==> src/rtl/bsr_pkg.sv <==
// Package for the bounded splitmix random unit.
// Holds mixer constants, controller states and the command/status structs.
// No dependencies.
package bsr_pkg;

  localparam int unsigned DATA_W = 64;
  localparam int unsigned HALF_W = 32;
  localparam int unsigned ADDR_W = 4;
  localparam int unsigned CNT_W  = 7;

  localparam logic [DATA_W-1:0] GOLDEN_INC = 64'h9e3779b97f4a7c15;
  localparam logic [DATA_W-1:0] MIX_MUL_A  = 64'hbf58476d1ce4e5b9;
  localparam logic [DATA_W-1:0] MIX_MUL_B  = 64'h94d049bb133111eb;

  localparam int unsigned SHIFT_1 = 30;
  localparam int unsigned SHIFT_2 = 27;
  localparam int unsigned SHIFT_3 = 31;

  // one remainder bit per cycle over the whole word
  localparam logic [CNT_W-1:0] DIV_STEPS = CNT_W'(DATA_W);

  // register index, taken from paddr[3]
  localparam logic REG_SEED = 1'b0;

  typedef enum logic [3:0] {
    ST_IDLE,
    ST_BOUND,
    ST_THR,
    ST_DRAW,
    ST_MA0,
    ST_MA1,
    ST_MA2,
    ST_MIXB,
    ST_MB0,
    ST_MB1,
    ST_MB2,
    ST_TEST,
    ST_MOD,
    ST_DONE
  } state_t;

  // partial product of a 64x64 multiply, low 64 bits only
  typedef enum logic [1:0] {
    MUL_LL,
    MUL_HL,
    MUL_LH
  } mul_phase_t;

  typedef struct packed {
    logic       load_upper;
    logic       div_start_thr;
    logic       div_start_mod;
    logic       div_step;
    logic       limit_load;
    logic       draw;
    logic       mul_en;
    mul_phase_t mul_phase;
    logic       mul_sel_b;
    logic       mix_b;
    logic       res_zero;
    logic       res_rem;
    logic       out_load;
  } cmd_t;

  typedef struct packed {
    logic trivial;
    logic div_done;
    logic draw_ok;
    logic out_free;
  } sts_t;

endpackage

==> src/rtl/bsr_ctrl.sv <==
// Controller state machine of the bounded splitmix random unit.
// Depends on bsr_pkg for states and the command/status structs.
module bsr_ctrl (
  input  logic          clk,
  input  logic          rst,
  input  logic          s_tvalid,
  output logic          s_tready,
  input  bsr_pkg::sts_t sts,
  output bsr_pkg::cmd_t cmd,
  output bsr_pkg::state_t state
);

  bsr_pkg::state_t state_next;

  always_ff @(posedge clk) begin
    if (rst) begin
      state <= bsr_pkg::ST_IDLE;
    end else begin
      state <= state_next;
    end
  end

  always_comb begin
    state_next = state;
    cmd        = '0;
    cmd.mul_phase = bsr_pkg::MUL_LL;
    s_tready   = 1'b0;
    unique case (state)
      bsr_pkg::ST_IDLE: begin
        s_tready = 1'b1;
        if (s_tvalid) begin
          cmd.load_upper = 1'b1;
          state_next     = bsr_pkg::ST_BOUND;
        end
      end
      bsr_pkg::ST_BOUND: begin
        if (sts.trivial) begin
          cmd.res_zero = 1'b1;
          state_next   = bsr_pkg::ST_DONE;
        end else begin
          cmd.div_start_thr = 1'b1;
          state_next        = bsr_pkg::ST_THR;
        end
      end
      bsr_pkg::ST_THR: begin
        if (sts.div_done) begin
          cmd.limit_load = 1'b1;
          state_next     = bsr_pkg::ST_DRAW;
        end else begin
          cmd.div_step = 1'b1;
        end
      end
      bsr_pkg::ST_DRAW: begin
        cmd.draw   = 1'b1;
        state_next = bsr_pkg::ST_MA0;
      end
      bsr_pkg::ST_MA0: begin
        cmd.mul_en    = 1'b1;
        cmd.mul_phase = bsr_pkg::MUL_LL;
        state_next    = bsr_pkg::ST_MA1;
      end
      bsr_pkg::ST_MA1: begin
        cmd.mul_en    = 1'b1;
        cmd.mul_phase = bsr_pkg::MUL_HL;
        state_next    = bsr_pkg::ST_MA2;
      end
      bsr_pkg::ST_MA2: begin
        cmd.mul_en    = 1'b1;
        cmd.mul_phase = bsr_pkg::MUL_LH;
        state_next    = bsr_pkg::ST_MIXB;
      end
      bsr_pkg::ST_MIXB: begin
        cmd.mix_b  = 1'b1;
        state_next = bsr_pkg::ST_MB0;
      end
      bsr_pkg::ST_MB0: begin
        cmd.mul_en    = 1'b1;
        cmd.mul_sel_b = 1'b1;
        cmd.mul_phase = bsr_pkg::MUL_LL;
        state_next    = bsr_pkg::ST_MB1;
      end
      bsr_pkg::ST_MB1: begin
        cmd.mul_en    = 1'b1;
        cmd.mul_sel_b = 1'b1;
        cmd.mul_phase = bsr_pkg::MUL_HL;
        state_next    = bsr_pkg::ST_MB2;
      end
      bsr_pkg::ST_MB2: begin
        cmd.mul_en    = 1'b1;
        cmd.mul_sel_b = 1'b1;
        cmd.mul_phase = bsr_pkg::MUL_LH;
        state_next    = bsr_pkg::ST_TEST;
      end
      bsr_pkg::ST_TEST: begin
        if (sts.draw_ok) begin
          cmd.div_start_mod = 1'b1;
          state_next        = bsr_pkg::ST_MOD;
        end else begin
          state_next = bsr_pkg::ST_DRAW;
        end
      end
      bsr_pkg::ST_MOD: begin
        if (sts.div_done) begin
          cmd.res_rem = 1'b1;
          state_next  = bsr_pkg::ST_DONE;
        end else begin
          cmd.div_step = 1'b1;
        end
      end
      bsr_pkg::ST_DONE: begin
        if (sts.out_free) begin
          cmd.out_load = 1'b1;
          state_next   = bsr_pkg::ST_IDLE;
        end
      end
      default: begin
        state_next = bsr_pkg::ST_IDLE;
      end
    endcase
  end

endmodule

==> src/rtl/bsr_dp.sv <==
// Datapath of the bounded splitmix random unit: generator state, mixer with
// shared 32x32 multiplier, serial remainder unit, seed register, output register.
// Depends on bsr_pkg for constants and the command/status structs.
module bsr_dp (
  input  logic                         clk,
  input  logic                         rst,
  input  bsr_pkg::cmd_t                cmd,
  output bsr_pkg::sts_t                sts,
  input  logic [bsr_pkg::DATA_W-1:0]   upper,
  output logic                         out_valid,
  input  logic                         out_ready,
  output logic [bsr_pkg::DATA_W-1:0]   out_value,
  input  logic                         cfg_we,
  input  logic                         cfg_idx,
  input  logic [bsr_pkg::DATA_W-1:0]   cfg_wdata,
  output logic [bsr_pkg::DATA_W-1:0]   cfg_rdata
);

  localparam int unsigned W = bsr_pkg::DATA_W;
  localparam int unsigned H = bsr_pkg::HALF_W;
  localparam int unsigned C = bsr_pkg::CNT_W;

  logic [W-1:0] seed;
  logic [W-1:0] gen_state;
  logic [W-1:0] upper_q;
  logic [W-1:0] limit;
  logic [W-1:0] dq;
  logic [W-1:0] rem;
  logic [bsr_pkg::CNT_W-1:0] div_cnt;
  logic [W-1:0] mop;
  logic [W-1:0] acc;
  logic [W-1:0] res;

  logic [W-1:0] state_inc;
  logic [W-1:0] x_mix;
  logic [W:0]   trial;
  logic [W:0]   trial_sub;
  logic [W-1:0] mul_const;
  logic [H-1:0] mul_a;
  logic [H-1:0] mul_c;
  logic [W-1:0] prod;

  assign state_inc = gen_state + bsr_pkg::GOLDEN_INC;
  assign x_mix     = acc ^ (acc >> bsr_pkg::SHIFT_3);

  // restoring remainder step: shift in the next dividend bit, subtract if it fits
  assign trial     = {rem, dq[W-1]};
  assign trial_sub = trial - {1'b0, upper_q};

  assign mul_const = cmd.mul_sel_b ? bsr_pkg::MIX_MUL_B : bsr_pkg::MIX_MUL_A;

  always_comb begin
    mul_a = mop[H-1:0];
    mul_c = mul_const[H-1:0];
    case (cmd.mul_phase)
      bsr_pkg::MUL_LL: begin
        mul_a = mop[H-1:0];
        mul_c = mul_const[H-1:0];
      end
      bsr_pkg::MUL_HL: begin
        mul_a = mop[W-1:H];
        mul_c = mul_const[H-1:0];
      end
      bsr_pkg::MUL_LH: begin
        mul_a = mop[H-1:0];
        mul_c = mul_const[W-1:H];
      end
      default: begin
        mul_a = mop[H-1:0];
        mul_c = mul_const[H-1:0];
      end
    endcase
  end

  assign prod = W'(mul_a) * W'(mul_c);

  // seed and generator state
  always_ff @(posedge clk) begin
    if (rst) begin
      seed      <= '0;
      gen_state <= '0;
    end else if (cfg_we && (cfg_idx == bsr_pkg::REG_SEED)) begin
      seed      <= cfg_wdata;
      gen_state <= cfg_wdata;
    end else if (cmd.draw) begin
      gen_state <= state_inc;
    end
  end

  assign cfg_rdata = (cfg_idx == bsr_pkg::REG_SEED) ? seed : '0;

  // remainder unit
  always_ff @(posedge clk) begin
    if (rst) begin
      div_cnt <= '0;
    end else if (cmd.div_start_thr || cmd.div_start_mod) begin
      div_cnt <= '0;
    end else if (cmd.div_step) begin
      div_cnt <= div_cnt + C'(1);
    end
  end

  always_ff @(posedge clk) begin
    if (cmd.load_upper) begin
      upper_q <= upper;
    end
    if (cmd.div_start_thr) begin
      dq  <= '0 - upper_q;
      rem <= '0;
    end else if (cmd.div_start_mod) begin
      dq  <= x_mix;
      rem <= '0;
    end else if (cmd.div_step) begin
      dq <= {dq[W-2:0], 1'b0};
      if (!trial_sub[W]) begin
        rem <= trial_sub[W-1:0];
      end else begin
        rem <= trial[W-1:0];
      end
    end
    if (cmd.limit_load) begin
      limit <= rem;
    end
  end

  // mixer: xor-shift into the operand, then three partial products
  always_ff @(posedge clk) begin
    if (cmd.draw) begin
      mop <= state_inc ^ (state_inc >> bsr_pkg::SHIFT_1);
    end else if (cmd.mix_b) begin
      mop <= acc ^ (acc >> bsr_pkg::SHIFT_2);
    end
    if (cmd.mul_en) begin
      if (cmd.mul_phase == bsr_pkg::MUL_LL) begin
        acc <= prod;
      end else begin
        acc[W-1:H] <= acc[W-1:H] + prod[H-1:0];
      end
    end
  end

  // result and output register
  always_ff @(posedge clk) begin
    if (cmd.res_zero) begin
      res <= '0;
    end else if (cmd.res_rem) begin
      res <= rem;
    end
    if (cmd.out_load) begin
      out_value <= res;
    end
  end

  always_ff @(posedge clk) begin
    if (rst) begin
      out_valid <= 1'b0;
    end else if (cmd.out_load) begin
      out_valid <= 1'b1;
    end else if (out_ready) begin
      out_valid <= 1'b0;
    end
  end

  assign sts.trivial  = (upper_q[W-1:1] == '0);
  assign sts.div_done = (div_cnt == bsr_pkg::DIV_STEPS);
  assign sts.draw_ok  = (x_mix >= limit);
  assign sts.out_free = !out_valid || out_ready;

endmodule

==> src/rtl/bounded_splitmix_random_unit.sv <==
// Top level of the bounded splitmix random unit.
// Instantiates bsr_ctrl and bsr_dp; uses bsr_pkg for shared types.
//
// Returns one uniform value below the bound given in each input transfer,
// drawn from a splitmix64 sequence with rejection of draws under
// (2^64 - upper) mod upper. Items are handled one at a time. A bound of 0 or
// 1 returns 0 and leaves the generator state alone. For any other bound the
// serial remainder unit first reduces the threshold, one remainder bit per
// cycle; then the unit draws until a draw passes (a single draw more than half
// of the time; the mean number of draws is under 2), and the remainder unit
// reduces the passing draw the same way. Each draw goes through the mixer,
// whose two 64-bit multiplies are each three passes through one shared 32x32
// multiplier. The result sits in an output register, so a new item is taken
// while the previous result waits. Writing the seed register (address 0)
// reloads the generator state at once; only write it while the block is
// idle.
module bounded_splitmix_random_unit (
  input  logic                               clk,
  input  logic                               rst,
  // slave side: tdata = upper[63:0]
  input  logic                               s_tvalid,
  output logic                               s_tready,
  input  logic [bsr_pkg::DATA_W-1:0]         s_tdata,
  // master side: tdata = value[63:0]
  output logic                               m_tvalid,
  input  logic                               m_tready,
  output logic [bsr_pkg::DATA_W-1:0]         m_tdata,
  // configuration port
  input  logic                               psel,
  input  logic                               penable,
  input  logic                               pwrite,
  input  logic [bsr_pkg::ADDR_W-1:0]         paddr,
  input  logic [bsr_pkg::DATA_W-1:0]         pwdata,
  output logic [bsr_pkg::DATA_W-1:0]         prdata,
  output logic                               pready
);

  bsr_pkg::cmd_t   cmd;
  bsr_pkg::sts_t   sts;
  bsr_pkg::state_t state;
  logic            cfg_we;

  // no wait states on the register port
  assign pready = 1'b1;
  // write lands on the access cycle
  assign cfg_we = psel && penable && pwrite && pready;

  bsr_ctrl u_ctrl (
    .clk      (clk),
    .rst      (rst),
    .s_tvalid (s_tvalid),
    .s_tready (s_tready),
    .sts      (sts),
    .cmd      (cmd),
    .state    (state)
  );

  // registers sit every 8 bytes; paddr[3] picks the register
  bsr_dp u_dp (
    .clk       (clk),
    .rst       (rst),
    .cmd       (cmd),
    .sts       (sts),
    .upper     (s_tdata),
    .out_valid (m_tvalid),
    .out_ready (m_tready),
    .out_value (m_tdata),
    .cfg_we    (cfg_we),
    .cfg_idx   (paddr[3]),
    .cfg_wdata (pwdata),
    .cfg_rdata (prdata)
  );

  // after an accepted item, hold off new input until its result is loaded
  a_one_at_a_time: assert property (@(posedge clk) disable iff (rst)
    (s_tvalid && s_tready) |=> !s_tready)
    else $error("input accepted while an item is in flight");

  // never step the remainder unit past its last bit
  a_div_bounded: assert property (@(posedge clk) disable iff (rst)
    cmd.div_step |-> !sts.div_done)
    else $error("remainder unit stepped past completion");

  // a loaded result shows up on the master side next cycle
  a_out_load: assert property (@(posedge clk) disable iff (rst)
    cmd.out_load |=> m_tvalid)
    else $error("result loaded but not presented");

  // generator advances only while working on an item
  a_draw_busy: assert property (@(posedge clk) disable iff (rst)
    cmd.draw |-> (state != bsr_pkg::ST_IDLE) && !s_tready)
    else $error("draw issued while idle");

endmodule
==> config.mk <==
export PLATFORM = sky130hd
export DESIGN_NAME = bounded_splitmix_random_unit
export DESIGN_NICKNAME = d
export VERILOG_FILES = /design/src/rtl/bsr_pkg.sv /design/src/rtl/bsr_ctrl.sv /design/src/rtl/bsr_dp.sv /design/src/rtl/bounded_splitmix_random_unit.sv
export SDC_FILE = /design/constraint.sdc
export NUM_CORES = 2
export LEC_CHECK = 0
export BUFFER_PORTS_ARGS = -buffer_cell sky130_fd_sc_hd__buf_2
export CAP_MARGIN = 20
export CORE_MARGIN = 2
export CORE_UTILIZATION = 60
export CTS_CLUSTER_DIAMETER = 50
export DETAILED_ROUTE_END_ITERATION = 10
export PLACE_DENSITY = 0.79
export SLEW_MARGIN = 5
export SYNTH_ARGS = -nofsm -noshare
export SYNTH_HDL_FRONTEND = slang
export SYNTH_HIERARCHICAL = 1
export SYNTH_SLANG_ARGS = --single-unit
==> constraint.sdc <==
create_clock -name clk -period 17.9 [get_ports clk]
set_input_delay 5.37 -clock clk [delete_from_list [all_inputs] [get_ports clk]]
set_output_delay 5.37 -clock clk [all_outputs]
set_load 0.02 [all_outputs]
==> out/qor.yml <==
synth:
  yosysSeqAreaShare_pct: 25.9
  synthAdderAreaFrac_pct: 34.7
  ys_warn_count: 6
  synth_mux_area_share_pct: 2.85
  synth_top_family_by_area: "adder cells"
  synth-xor-area-share_pct: 5.68
  synth_nets: 8353
  synthCells: 6897
  syn_area_sq_um: 65300
  synth.distinct_cells: 94
  postSynth.asyncResetShare_pct: 0
  synth_compound_area_share_pct: 10.3
  synth-simple-area-share_pct: 12.4
  synth_top_cell_area_share_pct: 25.2
  synth_edf_count: 384
  ys_top_cells_by_area: "fa_1 25%, edfxtp_1 18%, ha_1 9.5%"
  ys_ff_latch: 652
  synth_largest_area_cell: "fa_1"
  synthFlopType: "edfxtp_1"
  syn_area_per_cell_sq_um: 9.47
setup_path:
  worstPathBufferInverterCount: 7
  required_ns: 18.24
  critical-path-max-stage-delay_ns: 0.78
  endpoint_kind: "flip-flop"
  critPathKind: "reg -> reg"
  crit_family: "adder cells"
  arrival_ns: 13.14
  crit_slowest_cell: "mux2i_1"
  worst_setup_path_start_kind: "flip-flop"
  worstPathMaxFanout: 33
  crit_top_cell: "fa_1"
global_route:
  grt_pass1_vias: 51931
  antenna_found_initial: 3
  grt_pass1_wl_um: 318000
  grt_overflow: 0
  grt_max_degree: 140
  gr-usage-all-layers_pct: 38.3
worst_hold_path:
  hold_class: "reg -> reg"
status:
  status: "finished clean"
finish:
  layout_commonest_cell: "inv_1"
  area_growth_pct: 7.48
  fin_cells: 8485
  final_cell_mix: "1150 x inv_1, 822 x fa_1, 684 x nand2_1, 495 x ha_1, 480 x nor2_1"
  layout.nets: 8473
  drive_above_1_share_pct: 7.43
floorplan:
  rows: 121
  start_util_pct: 60.2
  pin_count: 270
  core_area_sq_um: 108000
  die_h_um: 334
  die_x_um: 334
  die_area_sq_um: 112000
placement:
  hpwlAfterDp_um: 174000
  io_buffers: 265
  gp_congestion: 1.02
  place_ws_ns: 5.41
  place_inst: 8361
clocking:
  tritoncts: "built"
  ctsResizeCount: 0
  clock_sinks: 652
  clk_pin_slew_ns: 0.06
  post-cts-setup-buffer-count: 0
  cts_buffers: 68
  clk_latency_ns: 0.62
  cts_hold_buf: 0
  root_buffer: "clkbuf_16"
  clockBufferDepth: 3
  h-tree-depth: 3
timing:
  setup_ws_ns: 5.10
  slew_violations: 0
  holdWs_ns: 0.429
  setup_viol: 0
  finalCriticalPeriod_ns: 12.80
  rsz0062_at_grt: "no"
  slew_headroom_pct: 10.4
  skew_ns: 0.0266
  worstMarginPinSlew_ns: 1.34
  fmax_mhz: 78.1
  hold_viol_final: 0
  fin_crit_sh_pct: 71.5
  setup_tns_ns: 0
job:
  cap_violations: 0
routing:
  drt_iter0_drc: 5397
  wl_per_cell_um: 25.1
  wl_um: 213000
  via_per_inst: 6.04
  num_vias: 51256
  dr.pass1.iters: 6
  drcViolationCount: 0
  ant_nets: 0
[cells by family after synthesis]
| kind of cell | Yosys count |
|---|---|
| AOI/OAI and AO/OA | 1121 |
| xor gates and xnor gates | 423 |
| adders and majority gates | 1317 |
| buffers and inverters | 1430 |
| DFF | 652 |
| muxes | 182 |
| other | 2 |
| and+or+nand+nor | 1770 |
[cells in the mapped netlist, drive strengths merged (10+ instances only)]
master and number:
buf 38, xor2 178, fa 822, a31o 10
o21a 24, clkbuf 238, or3 30, nor3 67
a22oi 10, a211oi 25, or4 10, o21ai 312
o211ai 21, nand2b 64, o21bai 21, nand3 86
nand4 80, nor2 486, a21o 137, and3 45
a31oi 62, ha 495, edfxtp 384, mux2 34
a21oi 401, xnor2 245, nor4 32, o31ai 16
and2 49, nand2 685, inv 1152, mux2i 148
nor2b 96, or2 11, dfxtp 268
[flip-flops by register name, indices dropped and copies added, names as in the netlist]
name            flops
u_dp/acc           64
u_dp/dq            64
u_dp/gen_state     64
u_dp/limit         64
u_dp/mop           64
u_dp/out_value     64
u_dp/rem           64
u_dp/res           64
u_dp/seed          64
u_dp/upper_q       64
u_dp/div_cnt        7
u_ctrl/state        4
u_dp/out_valid      1
[final cells by class]
| class | count | area (sq um) |
|---|---|---|
| inverters | 1153 | 4330 |
| well taps | 1414 | 1770 |
| diodes | 2 | 5.00 |
| clock inverters | 21 | 168 |
| flip-flops and latches | 652 | 16900 |
| multi-input cells | 4815 | 43100 |
| clock buffers | 101 | 2090 |
| repair buffers | 327 | 1830 |
| fillers | 8983 | 38200 |
[stage by stage]
stage / instance area [sq um] / utilization (%)
finish: 70200 / 64.8
detailed placement: 67900 / 62.7
floorplan: 65300 / -
CTS: 70200 / 64.8
global placement: 67900 / 62.6
global route: 70200 / 64.8
[final timing paths]
check	start	to	slack, ns	depth (start not counted)
worst max-delay path	u_ctrl/state[0]	u_dp/acc[63]	5.10	38
worst min-delay path	u_dp/res[10]	u_dp/out_value[10]	0.43	0
worst max register to register	u_ctrl/state[0]	u_dp/acc[63]	5.10	38
worst min register to register	u_dp/res[10]	u_dp/out_value[10]	0.43	0
[routing by layer]
layer	GRT usage (%)	wire (um)
met3	7.14	19100
met1	49.1	81400
met2	61.5	98200
met4	21.4	13900
met5	0	13
Power is left out: the tool's default activity adds up to more than one toggle a clock period on the data nets, which glitch-free logic cannot reach.
